File: config.mk
export PLATFORM = sky130hd
export DESIGN_NAME = quant_code_bit_packer_unit_flat
export DESIGN_NICKNAME = d
export VERILOG_FILES = /design/src/rtl/qcbp_pkg.sv /design/src/rtl/qcbp_ifs.sv /design/src/rtl/qcbp_pack.sv /design/src/rtl/qcbp_out_fifo.sv /design/src/rtl/quant_code_bit_packer_unit.sv /design/src/flat_wrapper.sv
export SDC_FILE = /design/constraint.sdc
export NUM_CORES = 1
export LEC_CHECK = 0
export BUFFER_PORTS_ARGS = -buffer_cell sky130_fd_sc_hd__clkbuf_2
export CAP_MARGIN = 20
export CORE_ASPECT_RATIO = 0.6
export CORE_MARGIN = 2
export CORE_UTILIZATION = 45
export CTS_CLUSTER_SIZE = 20
export DETAILED_ROUTE_END_ITERATION = 8
export MAX_ROUTING_LAYER = met4
export PLACE_DENSITY_LB_ADDON = 0.3
export SLEW_MARGIN = 30
export SYNTH_ARGS = -nofsm -noshare
export SYNTH_HDL_FRONTEND = slang
export SYNTH_SLANG_ARGS = --single-unit
File: constraint.sdc
create_clock -name i_clk -period 5.5 [get_ports i_clk]
set_input_delay 0.55 -clock i_clk [delete_from_list [all_inputs] [get_ports i_clk]]
set_output_delay 0.55 -clock i_clk [all_outputs]
set_load 0.02 [all_outputs]
File: src/rtl/qcbp_pkg.sv
// Package for the quantization code bit packer.
// Holds the shared widths, width select codes, word and packing result structs and the width decode.
// No dependencies.
package qcbp_pkg;

    localparam int MAX_CODE_WIDTH = 12;
    localparam int CODE_W         = 12;
    localparam int SEL_W          = 3;
    localparam int RES_W          = 7;
    localparam int RES_CNT_W      = 3;
    localparam int WIDTH_W        = $clog2(MAX_CODE_WIDTH + 1);
    localparam int ACC_W          = CODE_W + RES_W;
    localparam int TOT_W          = $clog2(RES_W + MAX_CODE_WIDTH + 1);

    localparam logic [SEL_W-1:0] SEL_W1    = 3'd0;
    localparam logic [SEL_W-1:0] SEL_W2    = 3'd1;
    localparam logic [SEL_W-1:0] SEL_W3    = 3'd2;
    localparam logic [SEL_W-1:0] SEL_W4    = 3'd3;
    localparam logic [SEL_W-1:0] SEL_W6    = 3'd4;
    localparam logic [SEL_W-1:0] SEL_W8    = 3'd5;
    localparam logic [SEL_W-1:0] SEL_W12   = 3'd6;
    localparam logic [SEL_W-1:0] SEL_RESET = SEL_W8;

    typedef struct packed {
        logic [7:0] packed_byte;
        logic       final_byte;
    } t_out_word;

    typedef struct packed {
        logic [1:0]           word_count;
        t_out_word            word0;
        t_out_word            word1;
        logic [RES_W-1:0]     res_bits;
        logic [RES_CNT_W-1:0] res_count;
    } t_pack_res;

    function automatic logic [WIDTH_W-1:0] code_width(input logic [SEL_W-1:0] sel);
        int w;
        case (sel)
            SEL_W1:  w = 1;
            SEL_W2:  w = 2;
            SEL_W3:  w = 3;
            SEL_W4:  w = 4;
            SEL_W6:  w = 6;
            SEL_W8:  w = 8;
            SEL_W12: w = 12;
            default: w = 8;
        endcase
        if (w > MAX_CODE_WIDTH) begin
            w = MAX_CODE_WIDTH;
        end
        return WIDTH_W'(w);
    endfunction

endpackage

File: src/rtl/qcbp_ifs.sv
// Handshake interfaces of the quantization code bit packer: code input, byte output, config.
// Depends on qcbp_pkg for the field widths.
interface qcbp_in_if;
    logic                          valid;
    logic                          ready;
    logic [qcbp_pkg::CODE_W-1:0]   code_value;
    logic                          last_code;
    modport source (output valid, output code_value, output last_code, input ready);
    modport sink   (input valid, input code_value, input last_code, output ready);
endinterface

interface qcbp_out_if;
    logic       valid;
    logic       ready;
    logic [7:0] packed_byte;
    logic       final_byte;
    modport source (output valid, output packed_byte, output final_byte, input ready);
    modport sink   (input valid, input packed_byte, input final_byte, output ready);
endinterface

interface qcbp_cfg_if;
    logic                         valid;
    logic                         ready;
    logic [qcbp_pkg::SEL_W-1:0]   width_select;
    modport source (output valid, output width_select, input ready);
    modport sink   (input valid, input width_select, output ready);
endinterface

File: src/rtl/qcbp_pack.sv
// Combinational packing step: merges one masked code with the leftover bits.
// Produces up to two output words and the next leftover state. Depends on qcbp_pkg.
module qcbp_pack (
    input  logic [qcbp_pkg::SEL_W-1:0]     i_width_sel,
    input  logic [qcbp_pkg::RES_W-1:0]     i_res_bits,
    input  logic [qcbp_pkg::RES_CNT_W-1:0] i_res_count,
    input  logic [qcbp_pkg::CODE_W-1:0]    i_code,
    input  logic                           i_last,
    output qcbp_pkg::t_pack_res            o_res
);

    logic [qcbp_pkg::WIDTH_W-1:0] w;
    logic [qcbp_pkg::CODE_W-1:0]  masked;
    logic [qcbp_pkg::ACC_W-1:0]   acc;
    logic [qcbp_pkg::ACC_W-1:0]   rest;
    logic [qcbp_pkg::TOT_W-1:0]   total;
    logic [qcbp_pkg::TOT_W-1:0]   remain;
    logic [1:0]                   full;
    logic [1:0]                   cnt;
    logic [qcbp_pkg::RES_CNT_W-1:0] keep_cnt;
    logic [qcbp_pkg::RES_W-1:0]   keep_mask;

    always_comb begin
        w = qcbp_pkg::code_width(i_width_sel);
        for (int i = 0; i < qcbp_pkg::CODE_W; i++) begin
            masked[i] = i_code[i] & (i < int'(w));
        end
        acc = qcbp_pkg::ACC_W'(i_res_bits)
            | (qcbp_pkg::ACC_W'(masked) << i_res_count);
        total = qcbp_pkg::TOT_W'(i_res_count) + qcbp_pkg::TOT_W'(w);

        if (total >= qcbp_pkg::TOT_W'(16)) begin
            full   = 2'd2;
            remain = total - qcbp_pkg::TOT_W'(16);
            rest   = acc >> 16;
        end else if (total >= qcbp_pkg::TOT_W'(8)) begin
            full   = 2'd1;
            remain = total - qcbp_pkg::TOT_W'(8);
            rest   = acc >> 8;
        end else begin
            full   = 2'd0;
            remain = total;
            rest   = acc;
        end

        keep_cnt = remain[qcbp_pkg::RES_CNT_W-1:0];
        for (int i = 0; i < qcbp_pkg::RES_W; i++) begin
            keep_mask[i] = (i < int'(keep_cnt));
        end

        if (i_last && (remain != '0) && (full != 2'd2)) begin
            cnt = full + 2'd1;
        end else begin
            cnt = full;
        end

        o_res.word_count          = cnt;
        o_res.word0.packed_byte   = acc[7:0];
        o_res.word0.final_byte    = i_last && (cnt == 2'd1);
        o_res.word1.packed_byte   = acc[15:8];
        o_res.word1.final_byte    = i_last && (cnt == 2'd2);
        if (i_last) begin
            o_res.res_bits  = '0;
            o_res.res_count = '0;
        end else begin
            o_res.res_bits  = rest[qcbp_pkg::RES_W-1:0] & keep_mask;
            o_res.res_count = keep_cnt;
        end
    end

endmodule

File: src/rtl/qcbp_out_fifo.sv
// Four-entry output word queue taking up to two words per cycle and giving one while o_byte is ready.
// Drives the byte output channel. Depends on qcbp_pkg and qcbp_ifs.
module qcbp_out_fifo (
    input  logic                 i_clk,
    input  logic                 i_rst_n,
    input  qcbp_pkg::t_pack_res  i_push,
    input  logic                 i_push_en,
    output logic                 o_space,
    qcbp_out_if.source           o_byte
);

    qcbp_pkg::t_out_word r_mem [0:3];
    logic [1:0] r_wr_ptr;
    logic [1:0] r_rd_ptr;
    logic [2:0] r_count;
    logic [1:0] n_wr_ptr;
    logic [1:0] n_rd_ptr;
    logic [2:0] n_count;
    logic [1:0] push_cnt;
    logic       pop;

    always_comb begin
        push_cnt = i_push_en ? i_push.word_count : 2'd0;
        pop      = o_byte.valid && o_byte.ready;
        n_wr_ptr = r_wr_ptr + push_cnt;
        n_rd_ptr = r_rd_ptr + {1'b0, pop};
        n_count  = r_count + {1'b0, push_cnt} - {2'b00, pop};
    end

    assign o_space            = (r_count <= 3'd2);
    assign o_byte.valid       = (r_count != 3'd0);
    assign o_byte.packed_byte = r_mem[r_rd_ptr].packed_byte;
    assign o_byte.final_byte  = r_mem[r_rd_ptr].final_byte;

    always_ff @(posedge i_clk) begin
        if (push_cnt != 2'd0) begin
            r_mem[r_wr_ptr] <= i_push.word0;
        end
        if (push_cnt == 2'd2) begin
            r_mem[r_wr_ptr + 2'd1] <= i_push.word1;
        end
    end

    always_ff @(posedge i_clk) begin
        if (!i_rst_n) begin
            r_wr_ptr <= '0;
            r_rd_ptr <= '0;
            r_count  <= '0;
        end else begin
            r_wr_ptr <= n_wr_ptr;
            r_rd_ptr <= n_rd_ptr;
            r_count  <= n_count;
        end
    end

endmodule

File: src/rtl/quant_code_bit_packer_unit.sv
// Top level of the quantization code bit packer: input register, packing step, output queue.
// Depends on qcbp_pkg, qcbp_ifs, qcbp_pack and qcbp_out_fifo.
//
//   port      direction  payload                      role
//   i_code    in         code_value[11:0], last_code  one code per word
//   o_byte    out        packed_byte[7:0], final_byte one packed byte per word
//   i_cfg     in         width_select[2:0]            code width, clears leftover bits
//
// A code is registered and, once the output queue has room, packed into zero to two bytes
// that are written to the queue and then seen on o_byte. The queue sends one byte per cycle
// while o_byte is ready, so codes of 8 bits or less go at up to one per cycle, and 12-bit
// codes, which make one and two bytes in turn, go at two codes per three bytes sent.
// A code is taken while the input register is empty or is being packed, and it is packed
// only when the output queue has room for two bytes; stalls on o_byte thus reach i_code.
// Reset is synchronous; it empties the queue and the leftover bits and selects 8-bit codes.
module quant_code_bit_packer_unit (
    input  logic        i_clk,
    input  logic        i_rst_n,
    qcbp_in_if.sink     i_code,
    qcbp_out_if.source  o_byte,
    qcbp_cfg_if.sink    i_cfg
);

    logic                            r_in_valid;
    logic [qcbp_pkg::CODE_W-1:0]     r_code;
    logic                            r_last;
    logic [qcbp_pkg::SEL_W-1:0]      r_width_sel;
    logic [qcbp_pkg::RES_W-1:0]      r_res_bits;
    logic [qcbp_pkg::RES_CNT_W-1:0]  r_res_count;
    qcbp_pkg::t_pack_res             pack_res;
    logic                            space;
    logic                            proc;
    logic                            in_take;

    assign proc           = r_in_valid && space;
    assign i_code.ready   = !r_in_valid || proc;
    assign in_take        = i_code.valid && i_code.ready;
    assign i_cfg.ready    = 1'b1;

    qcbp_pack u_pack (
        .i_width_sel (r_width_sel),
        .i_res_bits  (r_res_bits),
        .i_res_count (r_res_count),
        .i_code      (r_code),
        .i_last      (r_last),
        .o_res       (pack_res)
    );

    qcbp_out_fifo u_fifo (
        .i_clk     (i_clk),
        .i_rst_n   (i_rst_n),
        .i_push    (pack_res),
        .i_push_en (proc),
        .o_space   (space),
        .o_byte    (o_byte)
    );

    always_ff @(posedge i_clk) begin
        if (in_take) begin
            r_code <= i_code.code_value;
            r_last <= i_code.last_code;
        end
    end

    always_ff @(posedge i_clk) begin
        if (!i_rst_n) begin
            r_in_valid  <= 1'b0;
            r_width_sel <= qcbp_pkg::SEL_RESET;
            r_res_bits  <= '0;
            r_res_count <= '0;
        end else begin
            if (in_take) begin
                r_in_valid <= 1'b1;
            end else if (proc) begin
                r_in_valid <= 1'b0;
            end
            if (i_cfg.valid && i_cfg.ready) begin
                r_width_sel <= i_cfg.width_select;
                r_res_bits  <= '0;
                r_res_count <= '0;
            end else if (proc) begin
                r_res_bits  <= pack_res.res_bits;
                r_res_count <= pack_res.res_count;
            end
        end
    end

endmodule
File: src/flat_wrapper.sv
// flat-port wrapper written by rule: the top's interface ports become plain ports
module quant_code_bit_packer_unit_flat 
  (i_clk, i_rst_n, i_code_valid, i_code_code_value, i_code_last_code, i_code_ready, o_byte_valid, o_byte_packed_byte, o_byte_final_byte, o_byte_ready, i_cfg_valid, i_cfg_width_select, i_cfg_ready);
  qcbp_in_if i_code_i ();
  qcbp_out_if o_byte_i ();
  qcbp_cfg_if i_cfg_i ();
  input  logic i_clk;
  input  logic i_rst_n;
  input wire logic [$bits(i_code_i.valid)-1:0] i_code_valid;
  input wire logic [$bits(i_code_i.code_value)-1:0] i_code_code_value;
  input wire logic [$bits(i_code_i.last_code)-1:0] i_code_last_code;
  output wire logic [$bits(i_code_i.ready)-1:0] i_code_ready;
  output wire logic [$bits(o_byte_i.valid)-1:0] o_byte_valid;
  output wire logic [$bits(o_byte_i.packed_byte)-1:0] o_byte_packed_byte;
  output wire logic [$bits(o_byte_i.final_byte)-1:0] o_byte_final_byte;
  input wire logic [$bits(o_byte_i.ready)-1:0] o_byte_ready;
  input wire logic [$bits(i_cfg_i.valid)-1:0] i_cfg_valid;
  input wire logic [$bits(i_cfg_i.width_select)-1:0] i_cfg_width_select;
  output wire logic [$bits(i_cfg_i.ready)-1:0] i_cfg_ready;
  assign i_code_i.valid = i_code_valid;
  assign i_code_i.code_value = i_code_code_value;
  assign i_code_i.last_code = i_code_last_code;
  assign i_code_ready = i_code_i.ready;
  assign o_byte_valid = o_byte_i.valid;
  assign o_byte_packed_byte = o_byte_i.packed_byte;
  assign o_byte_final_byte = o_byte_i.final_byte;
  assign o_byte_i.ready = o_byte_ready;
  assign i_cfg_i.valid = i_cfg_valid;
  assign i_cfg_i.width_select = i_cfg_width_select;
  assign i_cfg_ready = i_cfg_i.ready;
  quant_code_bit_packer_unit u_core (.i_clk(i_clk), .i_rst_n(i_rst_n), .i_code(i_code_i), .o_byte(o_byte_i), .i_cfg(i_cfg_i));
endmodule
==> qor.yml <==
run_status: "finished, final reports clean"
synth-main-ff-cell: "edfxtp_1"
critical_path_arrival_ns: 4.97
critical_path_maximum_fanout: 15
worst_path_slowest_cell: "o41ai_4"
buffers_inserted_by_post_cts_timing_repair: 0
timing.critical_path.to: "u_core.u_fifo.r_count[2]$_SDFF_PN0_"
unrepaired_setup_endpoints_after_global_routing: "no"
die-area_sq_um: 10000
worst-setup-path-type: "reg -> reg"
post_synth.cell_area_avg_sq_um: 11.0
cts.sink_count: 70
grt_pass1_wl_mm: 16.0
ys.warnings.count: 0
ys_ff_latch: 70
critical_path.startpoint: "u_core.r_width_sel[2]$_SDFFE_PN1P_"
cts_buffers: 9
first_global_vias: 2942
slew_violations: 0
port_buffers: 31
drcViolationCount: 0
cts_buffer_depth: 2
firstDrtPassIters: 5
grt_overflow: 0
finalSetupViolCount: 0
avgRoutedWirePerCell_microns: 18.8
initial_utilization_pct: 45.8
worst-endpoint-required_ns: 5.73
worstReg2RegStart: "u_core.r_width_sel[2]$_SDFFE_PN1P_"
die_outline_height_microns: 78.3
max_freq_ghz: 0.211
timing.final.crit_share_pct: 86.2
synth-edff-count: 49
clk_root_buffer_cell: "clkbuf_16"
hp-class: "in -> reg"
post-route-cell-area_sq_um: 4710
via_to_cell_ratio: 5.86
cell_area_after_synthesis_sq_um: 4140
most_frequent_standard_cell_in_the_layout_excluding_fill_and_tap_cells: "edfxtp_1"
max-vdd-ir-drop_v: 0.000156
cts.reportedPaths.clkPinSlew_ns: 0.06
worst-r2r-cell-count: 16
fin_worst_hold_slack_ns: 0.382
slew_headroom_pct: 48.7
postSynthCellCount: 378
clock_skew_ns: 0.00842
finalPower_mw: 1.61
final-hold-violation-count: 0
placedInstanceArea_sq_um: 4420
cp-end-kind: "flop"
routabilityCongestion: 0.907
yosysSeqAreaShare_pct: 45.7
globalRouteTotalUtil_pct: 21.8
ios: 33
rows: 27
tritoncts: "built"
layout.cells.most_common_list: "edfxtp_1, nand2_1, mux2i_1, clkbuf_2, dfxtp_1"
fin_util_pct: 52.0
antenna-diode-count: 0
slowest_delay_ns: 0.66
drt.antenna.violating_nets: 0
place_inst: 514
hpwlAfterDp_mm: 7.47
path_common_cell: "ha_1"
synth_nets: 410
ys_async_sr_fraction_pct: 0
instances_no_fill: 530
detailroute.via_count: 3105
post_cts_resized: 0
setup-tns-final_ns: 0
reg2reg_to: "u_core.u_fifo.r_count[2]$_SDFF_PN0_"
worst_setup_path_start_kind: "flop"
ctsHtreeMaxLevel: 3
worstSkewPairLatency_ns: 0.34
total_leakage_power_nw: 1.90
post_cts_hold_buffer_count: 0
syn_to_final_growth_pct: 13.6
drive_gt1_share_pct: 19.6
floorplan.core_area_sq_um: 9050
die_width_microns: 128
yosysUniqueCellTypes: 68
holdCritStartpoint: "i_code_code_value[2]"
worst_slack_ns: 0.757
timing.final.crit_period_ns: 4.74
dp_slack_ns: 0.781
largest_net_degree_at_the_start_of_global_routing: 22
cp_cell_sequence: "inv_1, nand3_1, o21ai_0, ha_1, a21oi_1, a21oi_1, or2_1, ha_1, o41ai_4, o21ai_1, ha_1, inv_1, fa_1, xnor2_1, xnor2_1, and2_1"
worstMarginPinSlew_ns: 0.761
grt_antenna_before_repair: 0
nNetsFinal: 441
cellPowerDensity_nw_per_um2: 343
detail_route.wirelength_mm: 9.94
drtIter0Drc: 263
worst_reg_to_reg_setup_slack_ns: 0.76
cap_viol_max_count: 0
worst max-delay path: cells and delay by family, from the launching register on:
kind	cells	cell delay, ns
DFF	1	0.61
and+or+nand+nor	3	0.50
xor gates and xnor gates	2	0.26
buffers and inverters	2	0.24
AOI/OAI and AO/OA	5	1.55
adders and majority gates	4	1.46
cell usage after synthesis, drive strengths merged, types with 3 or more instances:
cell type	number	share of area (%)
a21boi	3	0.54
a21o	4	0.72
a21oi	18	2.2
a22o	3	0.63
a31oi	4	0.60
and2	13	2.0
and3	4	0.60
buf	5	0.66
clkbuf	12	1.1
dfxtp	21	10
edfxtp	49	36
ha	9	2.7
inv	12	1.1
mux2	9	2.4
mux2i	36	8.7
mux4	9	4.9
nand2	41	3.8
nand2b	4	0.60
nand3	7	0.85
nor2	20	1.9
nor2b	7	1.1
nor3	9	1.1
o211ai	6	1.8
o21ai	18	2.2
o21bai	3	0.54
or3	3	0.45
xnor2	5	1.2
worst min path at each step:
stage	slack [ns]	endpoint	cells past startpoint
CTS	0.37	u_core.r_code[2]$_DFFE_PP_	1
finish	0.38	u_core.r_code[2]$_DFFE_PP_	1
floorplan	0.42	u_core.r_res_bits[4]$_SDFFE_PP0P_	2
detailed placement	0.45	u_core.r_res_bits[4]$_SDFFE_PP0P_	2
global placement	0.43	u_core.r_res_bits[4]$_SDFFE_PP0P_	2
global route	0.38	u_core.r_code[8]$_DFFE_PP_	1
report_power, final:
group / internal (mW) / leakage, nW / switching (mW)
logic: 0.174 / 1.13 / 0.221
registers: 0.621 / 0.627 / 0.0498
clock network: 0.311 / 0.141 / 0.237
total: 1.11 / 1.90 / 0.508
state kept, by name (all words and copies together) (netlist names):
| register | flops |
|---|---|
| u_core.r_res_bits | 7 |
| u_core.r_last | 1 |
| u_core.r_code | 12 |
| u_core.u_fifo.r_wr_ptr | 2 |
| u_core.r_res_count | 3 |
| u_core.r_in_valid | 1 |
| u_core.u_fifo.r_count | 3 |
| u_core.u_fifo.r_rd_ptr | 2 |
| u_core.r_width_sel | 3 |
| u_core.u_fifo.r_mem | 36 |
logic make-up after synthesis:
family | count (synthesis) | share of synthesized area (%)
adder cells (fa/ha/maj) | 11 | 3.68
flip-flops | 70 | 45.7
AND/OR/NAND/NOR | 118 | 14.1
XOR/XNOR | 7 | 1.66
other | 1 | 0.0905
buffers and inverters | 30 | 2.93
AO/OA/AOI/OAI | 87 | 15.9
multiplexers | 54 | 16.0
per-layer routing:
layer / GRT usage, % / wire length [microns] / vias to the layer above
met4: 5.38 / 112 / 0
met2: 29.5 / 4110 / 91
met5: - / 0 / -
met3: 6.48 / 553 / 10
li1: - / - / 1494
met1: 32.0 / 5160 / 1510
layout make-up:
cell class | instances | area [sq um]
clock inverter | 7 | 53.8
sequential | 70 | 1890
multi-input combinational | 278 | 2140
timing repair buffer | 37 | 200
tap | 116 | 145
inverter | 13 | 48.8
fill | 799 | 4350
clock buffer | 9 | 225
(Power assumes the default switching activity.)
